--- src/hdl/fcfsm_pkg.sv ---
// shared types and constants for the fcfs schedule metrics block
`timescale 1ns / 1ps
`default_nettype none
package fcfsm_pkg;

	localparam int MAX_JOBS_DEF  = 16;
	localparam int TIME_BITS_DEF = 16;

	localparam int IN_TIME_W = 16;
	localparam int JOB_ID_W  = 5;
	localparam int COMPL_W   = 21;
	localparam int TURN_W    = 20;
	localparam int WAIT_W    = 20;
	localparam int SUM_W     = 24;
	localparam int COUNT_W   = 5;

	typedef struct packed {
		logic [IN_TIME_W-1:0] arrival;
		logic [IN_TIME_W-1:0] burst;
		logic                 last_job;
	} in_t;

	typedef struct packed {
		logic [JOB_ID_W-1:0]  job_id;
		logic [IN_TIME_W-1:0] arrival_out;
		logic [IN_TIME_W-1:0] burst_out;
		logic [COMPL_W-1:0]   completion;
		logic [TURN_W-1:0]    turnaround;
		logic [WAIT_W-1:0]    waiting;
		logic [SUM_W-1:0]     sum_turnaround;
		logic [SUM_W-1:0]     sum_waiting;
		logic [COUNT_W-1:0]   job_count;
		logic                 dropped;
		logic                 last_result;
	} out_t;

	// per-cycle commands to every sorter cell
	typedef struct packed {
		logic insert;
		logic pop;
	} cell_ctrl_t;

	// what the emit unit needs besides the head cell
	typedef struct packed {
		logic               issue;
		logic               last;
		logic [COUNT_W-1:0] job_count;
		logic               dropped;
	} emit_ctrl_t;

endpackage
`default_nettype wire

--- src/hdl/fcfs_schedule_metrics_core.sv ---
// top level: sorted job chain, load/emit control and result register
`timescale 1ns / 1ps
`default_nettype none
// Jobs are taken one request per cycle while loading; each one is placed into
// a row of MAX_JOBS cells kept sorted by arrival (ties stay in load order).
// Jobs past MAX_JOBS are discarded and flagged. The request marked last_job
// ends the set: in_stall then stays high while the head cell is popped once
// per cycle, unless out_stall holds the result register, into the schedule
// arithmetic and the result register, so a set of N kept jobs emits N results.
// in_stall drops once the final result has been issued; the next set may load
// while that result still waits. job_count and the running totals let the
// consumer form the averages.
module fcfs_schedule_metrics_core #(
	parameter int MAX_JOBS  = fcfsm_pkg::MAX_JOBS_DEF,
	parameter int TIME_BITS = fcfsm_pkg::TIME_BITS_DEF
) (
	input  wire                  clk,
	input  wire                  arst_n,
	input  wire                  in_valid,
	output logic                 in_stall,
	input  fcfsm_pkg::in_t       in_data,
	output logic                 out_valid,
	input  wire                  out_stall,
	output fcfsm_pkg::out_t      out_data
);
	import fcfsm_pkg::*;

	localparam int ID_W  = $clog2(MAX_JOBS);
	localparam int CNT_W = $clog2(MAX_JOBS + 1);
	localparam int CLK_W = TIME_BITS + $clog2(MAX_JOBS) + 2;
	localparam int EXT_W = TIME_BITS + IN_TIME_W;

	typedef enum logic [1:0] {
		ST_LOAD = 2'b01,
		ST_EMIT = 2'b10
	} state_t;

	state_t           state_q;
	logic [CNT_W-1:0] count_q;
	logic [CNT_W-1:0] left_q;
	logic             drop_q;

	logic             in_acc;
	logic             full;
	logic             issue;
	logic [CNT_W-1:0] count_nxt;
	logic             drop_nxt;
	logic [EXT_W-1:0] arr_ext;
	logic [EXT_W-1:0] bur_ext;
	logic [TIME_BITS-1:0] new_arr;
	logic [TIME_BITS-1:0] new_bur;
	cell_ctrl_t       cctrl;
	emit_ctrl_t       ectrl;

	logic                 c_take  [MAX_JOBS];
	logic                 c_valid [MAX_JOBS];
	logic [TIME_BITS-1:0] c_arr   [MAX_JOBS];
	logic [TIME_BITS-1:0] c_bur   [MAX_JOBS];
	logic [ID_W-1:0]      c_id    [MAX_JOBS];

	assign in_stall = (state_q != ST_LOAD);
	assign in_acc   = in_valid && !in_stall;
	assign full     = (count_q == CNT_W'(MAX_JOBS));
	assign count_nxt = full ? count_q : count_q + CNT_W'(1);
	assign drop_nxt = drop_q || full;

	// keep only the low TIME_BITS of each time
	assign arr_ext = EXT_W'(in_data.arrival);
	assign bur_ext = EXT_W'(in_data.burst);
	assign new_arr = arr_ext[TIME_BITS-1:0];
	assign new_bur = bur_ext[TIME_BITS-1:0];

	assign issue = (state_q == ST_EMIT) && (!out_valid || !out_stall);

	assign cctrl.insert = in_acc && !full;
	assign cctrl.pop    = issue;

	assign ectrl.issue     = issue;
	assign ectrl.last      = (left_q == CNT_W'(1));
	assign ectrl.job_count = COUNT_W'(count_q);
	assign ectrl.dropped   = drop_q;

	always_ff @(posedge clk or negedge arst_n) begin
		if (!arst_n) begin
			state_q <= ST_LOAD;
			count_q <= '0;
			left_q  <= '0;
			drop_q  <= 1'b0;
		end else begin
			unique case (state_q)
				ST_LOAD: begin
					if (in_acc) begin
						count_q <= count_nxt;
						drop_q  <= drop_nxt;
						if (in_data.last_job) begin
							left_q  <= count_nxt;
							state_q <= ST_EMIT;
						end
					end
				end
				ST_EMIT: begin
					if (issue) begin
						left_q <= left_q - CNT_W'(1);
						if (left_q == CNT_W'(1)) begin
							count_q <= '0;
							drop_q  <= 1'b0;
							state_q <= ST_LOAD;
						end
					end
				end
				default: begin
					state_q <= ST_LOAD;
				end
			endcase
		end
	end

	for (genvar i = 0; i < MAX_JOBS; i++) begin : g_cell
		logic                 p_take;
		logic                 p_valid;
		logic [TIME_BITS-1:0] p_arr;
		logic [TIME_BITS-1:0] p_bur;
		logic [ID_W-1:0]      p_id;
		logic                 n_valid;
		logic [TIME_BITS-1:0] n_arr;
		logic [TIME_BITS-1:0] n_bur;
		logic [ID_W-1:0]      n_id;

		if (i == 0) begin : g_first
			assign p_take  = 1'b0;
			assign p_valid = 1'b0;
			assign p_arr   = '0;
			assign p_bur   = '0;
			assign p_id    = '0;
		end else begin : g_mid
			assign p_take  = c_take[i-1];
			assign p_valid = c_valid[i-1];
			assign p_arr   = c_arr[i-1];
			assign p_bur   = c_bur[i-1];
			assign p_id    = c_id[i-1];
		end

		if (i == MAX_JOBS - 1) begin : g_last
			assign n_valid = 1'b0;
			assign n_arr   = '0;
			assign n_bur   = '0;
			assign n_id    = '0;
		end else begin : g_inner
			assign n_valid = c_valid[i+1];
			assign n_arr   = c_arr[i+1];
			assign n_bur   = c_bur[i+1];
			assign n_id    = c_id[i+1];
		end

		fcfsm_cell #(
			.TIME_BITS (TIME_BITS),
			.ID_W      (ID_W)
		) u_cell (
			.clk        (clk),
			.arst_n     (arst_n),
			.ctrl       (cctrl),
			.new_arr    (new_arr),
			.new_bur    (new_bur),
			.new_id     (count_q[ID_W-1:0]),
			.prev_take  (p_take),
			.prev_valid (p_valid),
			.prev_arr   (p_arr),
			.prev_bur   (p_bur),
			.prev_id    (p_id),
			.next_valid (n_valid),
			.next_arr   (n_arr),
			.next_bur   (n_bur),
			.next_id    (n_id),
			.take       (c_take[i]),
			.valid      (c_valid[i]),
			.arr        (c_arr[i]),
			.bur        (c_bur[i]),
			.id         (c_id[i])
		);
	end

	fcfsm_emit #(
		.TIME_BITS (TIME_BITS),
		.ID_W      (ID_W),
		.CLK_W     (CLK_W)
	) u_emit (
		.clk       (clk),
		.arst_n    (arst_n),
		.ctrl      (ectrl),
		.head_arr  (c_arr[0]),
		.head_bur  (c_bur[0]),
		.head_id   (c_id[0]),
		.out_stall (out_stall),
		.out_valid (out_valid),
		.out_data  (out_data)
	);

endmodule
`default_nettype wire

--- src/hdl/fcfsm_cell.sv ---
// one cell of the sorted job chain: holds one job, inserts or shifts
`timescale 1ns / 1ps
`default_nettype none
module fcfsm_cell #(
	parameter int TIME_BITS = fcfsm_pkg::TIME_BITS_DEF,
	parameter int ID_W      = 4
) (
	input  wire                         clk,
	input  wire                         arst_n,
	input  fcfsm_pkg::cell_ctrl_t       ctrl,
	input  wire  [TIME_BITS-1:0]        new_arr,
	input  wire  [TIME_BITS-1:0]        new_bur,
	input  wire  [ID_W-1:0]             new_id,
	input  wire                         prev_take,
	input  wire                         prev_valid,
	input  wire  [TIME_BITS-1:0]        prev_arr,
	input  wire  [TIME_BITS-1:0]        prev_bur,
	input  wire  [ID_W-1:0]             prev_id,
	input  wire                         next_valid,
	input  wire  [TIME_BITS-1:0]        next_arr,
	input  wire  [TIME_BITS-1:0]        next_bur,
	input  wire  [ID_W-1:0]             next_id,
	output logic                        take,
	output logic                        valid,
	output logic [TIME_BITS-1:0]        arr,
	output logic [TIME_BITS-1:0]        bur,
	output logic [ID_W-1:0]             id
);
	import fcfsm_pkg::*;

	logic                 valid_q;
	logic [TIME_BITS-1:0] arr_q;
	logic [TIME_BITS-1:0] bur_q;
	logic [ID_W-1:0]      id_q;

	// strictly greater keeps ties in load order
	assign take  = !valid_q || (arr_q > new_arr);
	assign valid = valid_q;
	assign arr   = arr_q;
	assign bur   = bur_q;
	assign id    = id_q;

	always_ff @(posedge clk or negedge arst_n) begin
		if (!arst_n) begin
			valid_q <= 1'b0;
		end else if (ctrl.pop) begin
			valid_q <= next_valid;
		end else if (ctrl.insert && take) begin
			valid_q <= prev_take ? prev_valid : 1'b1;
		end
	end

	always_ff @(posedge clk) begin
		if (ctrl.pop) begin
			arr_q <= next_arr;
			bur_q <= next_bur;
			id_q  <= next_id;
		end else if (ctrl.insert && take) begin
			if (prev_take) begin
				arr_q <= prev_arr;
				bur_q <= prev_bur;
				id_q  <= prev_id;
			end else begin
				arr_q <= new_arr;
				bur_q <= new_bur;
				id_q  <= new_id;
			end
		end
	end

endmodule
`default_nettype wire

--- src/hdl/fcfsm_emit.sv ---
// schedule arithmetic on the head job and the result register
`timescale 1ns / 1ps
`default_nettype none
module fcfsm_emit #(
	parameter int TIME_BITS = fcfsm_pkg::TIME_BITS_DEF,
	parameter int ID_W      = 4,
	parameter int CLK_W     = 21
) (
	input  wire                         clk,
	input  wire                         arst_n,
	input  fcfsm_pkg::emit_ctrl_t       ctrl,
	input  wire  [TIME_BITS-1:0]        head_arr,
	input  wire  [TIME_BITS-1:0]        head_bur,
	input  wire  [ID_W-1:0]             head_id,
	input  wire                         out_stall,
	output logic                        out_valid,
	output fcfsm_pkg::out_t             out_data
);
	import fcfsm_pkg::*;

	localparam int AW = (CLK_W > SUM_W) ? CLK_W : SUM_W;
	localparam int XW = (ID_W > JOB_ID_W) ? ID_W + 1 : JOB_ID_W + 1;

	logic [AW-1:0]    clock_q;
	logic [SUM_W-1:0] tot_turn_q;
	logic [SUM_W-1:0] tot_wait_q;
	logic             out_valid_q;
	out_t             out_q;

	logic [AW-1:0]    a_x;
	logic [AW-1:0]    b_x;
	logic [AW-1:0]    start;
	logic [AW-1:0]    done;
	logic [AW-1:0]    wait_t;
	logic [AW-1:0]    turn_t;
	logic [SUM_W-1:0] tt_next;
	logic [SUM_W-1:0] tw_next;
	logic [XW-1:0]    id_p1;

	assign a_x    = AW'(head_arr);
	assign b_x    = AW'(head_bur);
	// cpu idles until the job shows up
	assign start  = (clock_q < a_x) ? a_x : clock_q;
	assign done   = start + b_x;
	assign wait_t = start - a_x;
	assign turn_t = wait_t + b_x;
	assign tt_next = tot_turn_q + turn_t[SUM_W-1:0];
	assign tw_next = tot_wait_q + wait_t[SUM_W-1:0];
	assign id_p1  = XW'(head_id) + XW'(1);

	always_ff @(posedge clk or negedge arst_n) begin
		if (!arst_n) begin
			clock_q     <= '0;
			tot_turn_q  <= '0;
			tot_wait_q  <= '0;
			out_valid_q <= 1'b0;
		end else begin
			if (ctrl.issue) begin
				clock_q     <= ctrl.last ? '0 : done;
				tot_turn_q  <= ctrl.last ? '0 : tt_next;
				tot_wait_q  <= ctrl.last ? '0 : tw_next;
				out_valid_q <= 1'b1;
			end else if (!out_stall) begin
				out_valid_q <= 1'b0;
			end
		end
	end

	always_ff @(posedge clk) begin
		if (ctrl.issue) begin
			out_q.job_id         <= id_p1[JOB_ID_W-1:0];
			out_q.arrival_out    <= a_x[IN_TIME_W-1:0];
			out_q.burst_out      <= b_x[IN_TIME_W-1:0];
			out_q.completion     <= done[COMPL_W-1:0];
			out_q.turnaround     <= turn_t[TURN_W-1:0];
			out_q.waiting        <= wait_t[WAIT_W-1:0];
			out_q.sum_turnaround <= tt_next;
			out_q.sum_waiting    <= tw_next;
			out_q.job_count      <= ctrl.job_count;
			out_q.dropped        <= ctrl.dropped;
			out_q.last_result    <= ctrl.last;
		end
	end

	assign out_valid = out_valid_q;
	assign out_data  = out_q;

endmodule
`default_nettype wire

--- config.mk ---
export PLATFORM = sky130hd
export DESIGN_NAME = fcfs_schedule_metrics_core
export DESIGN_NICKNAME = d
export VERILOG_FILES = /design/src/hdl/fcfsm_pkg.sv /design/src/hdl/fcfs_schedule_metrics_core.sv /design/src/hdl/fcfsm_cell.sv /design/src/hdl/fcfsm_emit.sv
export SDC_FILE = /design/constraint.sdc
export NUM_CORES = 2
export LEC_CHECK = 0
export BUFFER_PORTS_ARGS = -buffer_cell sky130_fd_sc_hd__buf_2
export CORE_MARGIN = 2
export CORE_UTILIZATION = 34
export DETAILED_ROUTE_END_ITERATION = 8
export PLACE_DENSITY_LB_ADDON = 0.12
export SLEW_MARGIN = 20
export SYNTH_ARGS = -nofsm -noshare
export SYNTH_HDL_FRONTEND = slang
export SYNTH_SLANG_ARGS = --single-unit
--- constraint.sdc ---
create_clock -name clk -period 9.1 [get_ports clk]
set_input_delay 0.455 -clock clk [delete_from_list [all_inputs] [get_ports clk]]
set_output_delay 0.455 -clock clk [all_outputs]
set_load 0.05 [all_outputs]
==> summary.txt <==
Setup path
  – Critical path endpoint category: register
  – Slowest Stage Delay on Critical Path: 0.50 ns
  – Slowest stage cell, crit path: sky130_fd_sc_hd__a221oi_1
  – Worst path required time: 9.73 ns
  – Category of the most critical setup path: reg2reg
  – Worst setup SP type: register
  – Dominant cell type by count on the critical path: sky130_fd_sc_hd__a21o_1
  – CP Data Arrival Time: 9.09 ns
  – Max FO, Critical Path: 12

Logic synthesis
  – Count of yosys warnings during synthesis: 0
  – Post-Synthesis Net Count: 6049
  – Library cell occupying the most area in the post-synthesis netlist: sky130_fd_sc_hd__edfxtp_1
  – Number of flops mapped to enable cells by yosys: 693
  – Area of the mapped netlist: 0.0536 mm^2
  – Most frequently used flop master after synthesis: sky130_fd_sc_hd__edfxtp_1
  – Mapped Cells: 5631
  – Number of synthesized register bits: 831
  – Area fraction of the dominant cell type after synthesis: 38.8%
  – Largest cells by area after synthesis: sky130_fd_sc_hd__edfxtp_1 (39%), sky130_fd_sc_hd__ha_1 (8.8%), sky130_fd_sc_hd__a211oi_1 (5.8%)
  – Sequential share of the synthesized area: 44.9%
  – Count of cell types in the netlist: 85
  – Post-Synthesis Mean Instance Area: 9.52 um^2
  – Asr flop ratio synth: 12.3%

Global routing
  – Pin count of the biggest net entering global routing: 212
  – First-pass GRT wire length: 295000 um
  – Total gr overflow: 0
  – Total Routing Usage GR: 23.9%
  – Via count of the first global-routing pass: 43600
  – Initial antenna violation count: 10

Place
  – Port buffer count: 191
  – Post-DP HPWL: 138000 um
  – Routability congestion estimate from global placement: 0.833

Route
  – Routed wire length per instance: 25.6 um
  – Routed wire length: 198000 um
  – Number of vias in the routed layout: 45400
  – Vias per cell: 5.87
  – Detailed Route Iter0 Violations: 4306
  – First-pass DRT Iterations: 6
  – Post-route DRC violation count: 0
  – Post-route ant nets: 0

Timing
  – Setup Skew: 0.0654 ns
  – Final period utilization: 92.9%
  – Total negative slack for setup checks: 0 ns
  – Final critical path time including I/O delays and setup: 8.45 ns
  – Worst-case hold slack: 0.187 ns
  – Maximum clock frequency: 118 MHz
  – Final hold violation count: 0
  – Slew headroom: 20.2%
  – Max Slew Vio Count: 0
  – Setup repair after global routing missed its margin: false
  – Final-report setup violation count: 0
  – Worst-Margin Slew: 1.20 ns

Worst hold path
  – Class of the tightest hold or removal check: in2reg

Power
  – Net switching power: 10500 uW
  – Clock network fraction of total power: 17.9%
  – Cell area power density: 389 mW/mm^2
  – Largest vdd supply drop: 0.311 mV
  – Power consumption: 23400 uW
  – Leak pwr: 0.0229 uW
  – Combinational share of power: 50.6%
  – Internal power consumption: 13000 uW
  – Sequential group share of total power: 31.5%
  – Switching portion of total power: 44.6%

Clocking
  – Longest Clk Path Bufs: 3
  – Clock tree from TritonCTS: yes
  – Total clock buffers created by CTS: 103
  – Clk_lat worst skew: 0.75 ns
  – # clock sinks: 831
  – H-tree depth: 3
  – Clock-pin transition on the worst setup and hold timing paths: 0.06 ns
  – Clock Tree Root: sky130_fd_sc_hd__clkbuf_16

Cells and area
  – Area delta synth->final: 12.2%
  – Final Core Density: 38.5%
  – Number of nets in the finished design: 6002
  – Number of inserted filler cells in the final layout: 15400
  – Fraction of final layout cells with drive strength greater than 1: 9.96%

Status
  – Result of the run: complete, no violations

Floorplanning
  – Starting Density: 34.3%
  – Area of the die: 0.161 mm^2
  – Die H: 401 um
  – Number of top-level pins: 192
  – Standard-cell rows: 145
  – Chip Width: 401 um
  – Floorplan Core Area: 0.156 mm^2

Run
  – Max Cap Violations: 0
[metal layers]
layer	track usage [%]	share of wire [%]	vias to the layer above
met1	33.9	46	22400
met3	3.49	6.4	235
met2	37.8	45	1606
met5	0	0.018	-
li1	-	-	21200
met4	6.42	2.3	6
[registers in the layout, summed over array words and instances, names as in the netlist, 16 cells and up]
name,cells
u_emit.clock_q,24
g_cell.u_cell.id,64
u_emit.out_data,153
u_emit.tot_turn_q,24
g_cell.u_cell.arr,256
g_cell.u_cell.valid,16
u_emit.tot_wait_q,24
g_cell.u_cell.bur,256
[worst paths after layout]
| kind | slack (ns) | to | from | cells past startpoint |
|---|---|---|---|---|
| setup / recovery | 0.65 | u_emit.tot_turn_q[23] | g_cell[0].u_cell.arr[1] | 31 |
| hold / removal | 0.19 | count_q[4] | in_valid | 4 |
| setup reg to reg | 0.65 | u_emit.tot_turn_q[23] | g_cell[0].u_cell.arr[1] | 31 |
| hold reg to reg | 0.46 | g_cell[15].u_cell.id[0] | g_cell[15].u_cell.id[0] | 2 |
| max in group asynchronous | 7.39 | g_cell[3].u_cell.valid | arst_n | 3 |
| min in group asynchronous | 0.20 | u_emit.tot_turn_q[21] | arst_n | 2 |
[worst max-delay path, delay by kind of cell (launching register included)]
family / cells / cell delay [ns]
and+or+nand+nor: 4 / 0.86
adders and majority gates: 4 / 1.28
muxes: 1 / 0.37
AOI/OAI and AO/OA: 16 / 3.82
xor gates and xnor gates: 4 / 1.19
buffers and inverters: 2 / 0.44
DFF: 1 / 0.39
[cells by family after synthesis]
kind of cell,after synthesis,share of synthesized area [%]
compound gates,1801,22.4
xor+xnor,101,1.68
fa+ha+maj,381,8.96
buf+inv,580,4.11
flops,831,44.9
mux,166,3.14
simple gates,1771,14.8
[cells in the final DEF (no fill, tap or decap), types with 12 or more instances in the layout]
master	count
sky130_fd_sc_hd__nor2_1	827
sky130_fd_sc_hd__a311oi_1	34
sky130_fd_sc_hd__a22o_1	55
sky130_fd_sc_hd__mux2i_1	148
sky130_fd_sc_hd__a21o_1	128
sky130_fd_sc_hd__o21ai_0	264
sky130_fd_sc_hd__ha_1	376
sky130_fd_sc_hd__and2_1	34
sky130_fd_sc_hd__inv_1	99
sky130_fd_sc_hd__clkbuf_8	12
sky130_fd_sc_hd__clkbuf_1	26
sky130_fd_sc_hd__nand3b_1	63
sky130_fd_sc_hd__xnor2_1	71
sky130_fd_sc_hd__dfxtp_1	36
sky130_fd_sc_hd__a211oi_1	415
sky130_fd_sc_hd__buf_2	190
sky130_fd_sc_hd__nor3_1	259
sky130_fd_sc_hd__o211ai_1	20
sky130_fd_sc_hd__clkbuf_16	103
sky130_fd_sc_hd__a221o_1	112
sky130_fd_sc_hd__dfrtp_1	95
sky130_fd_sc_hd__clkinv_1	20
sky130_fd_sc_hd__nand2_1	333
sky130_fd_sc_hd__nand4_1	52
sky130_fd_sc_hd__buf_4	126
sky130_fd_sc_hd__mux2_2	17
sky130_fd_sc_hd__nand2b_1	17
sky130_fd_sc_hd__or3_1	58
sky130_fd_sc_hd__nor2b_1	37
sky130_fd_sc_hd__a21oi_1	448
sky130_fd_sc_hd__xor2_1	29
sky130_fd_sc_hd__o21a_1	69
sky130_fd_sc_hd__nand3_1	38
sky130_fd_sc_hd__a31oi_1	125
sky130_fd_sc_hd__clkinv_2	16
sky130_fd_sc_hd__edfxtp_1	693
[synthesized netlist by cell type (101+ instances only)]
cell	count
sky130_fd_sc_hd__nand2_1	338
sky130_fd_sc_hd__a21o_1	128
sky130_fd_sc_hd__ha_1	376
sky130_fd_sc_hd__edfxtp_1	693
sky130_fd_sc_hd__o21ai_0	275
sky130_fd_sc_hd__a31oi_1	129
sky130_fd_sc_hd__nor3_1	259
sky130_fd_sc_hd__mux2i_1	148
sky130_fd_sc_hd__a211oi_1	415
sky130_fd_sc_hd__nor2_1	829
sky130_fd_sc_hd__a221o_1	112
sky130_fd_sc_hd__clkbuf_1	417
sky130_fd_sc_hd__dfrtp_1	101
sky130_fd_sc_hd__a21oi_1	451
[repair_timing]
| action | in CTS | in global routing |
|---|---|---|
| endpoints found under the hold margin | 46 | 0 |
| resized for setup | 0 | 0 |
| hold buffers | 3 | 0 |
| setup buffers | 0 | 0 |
[power groups by stage]
stage / Sequential (uW) / Combinational (uW) / Clock [uW]
floorplan: 7030 / 8450 / 0
global placement: 7410 / 11700 / 0
detailed placement: 7400 / 11800 / 0
CTS: 7340 / 11900 / 4290
global route: 7500 / 13100 / 4440
finish: 7370 / 11900 / 4200
[metrics by stage]
step / instances / instance area (um^2) / worst slack, ns
floorplan: 5631 / 53600 / 1.86
global placement: 7534 / 56700 / 0.786
detailed placement: 7534 / 56700 / 0.620
CTS: 7730 / 60100 / 0.630
global route: 7730 / 60100 / 0.0642
finish: 7732 / 60100 / 0.646
[cell type report]
cell class	instances	area, um^2	area share [%]
clock inverters	52	558	0.928
multi-input cells	4220	27700	46.0
clock buffers	141	2840	4.72
inverters	104	398	0.662
diodes	2	5.00	0.00832
flip-flops and latches	831	24100	40.1
repair buffers	324	2020	3.36
well taps	2058	2570	4.28
(Power assumes the default switching activity.)
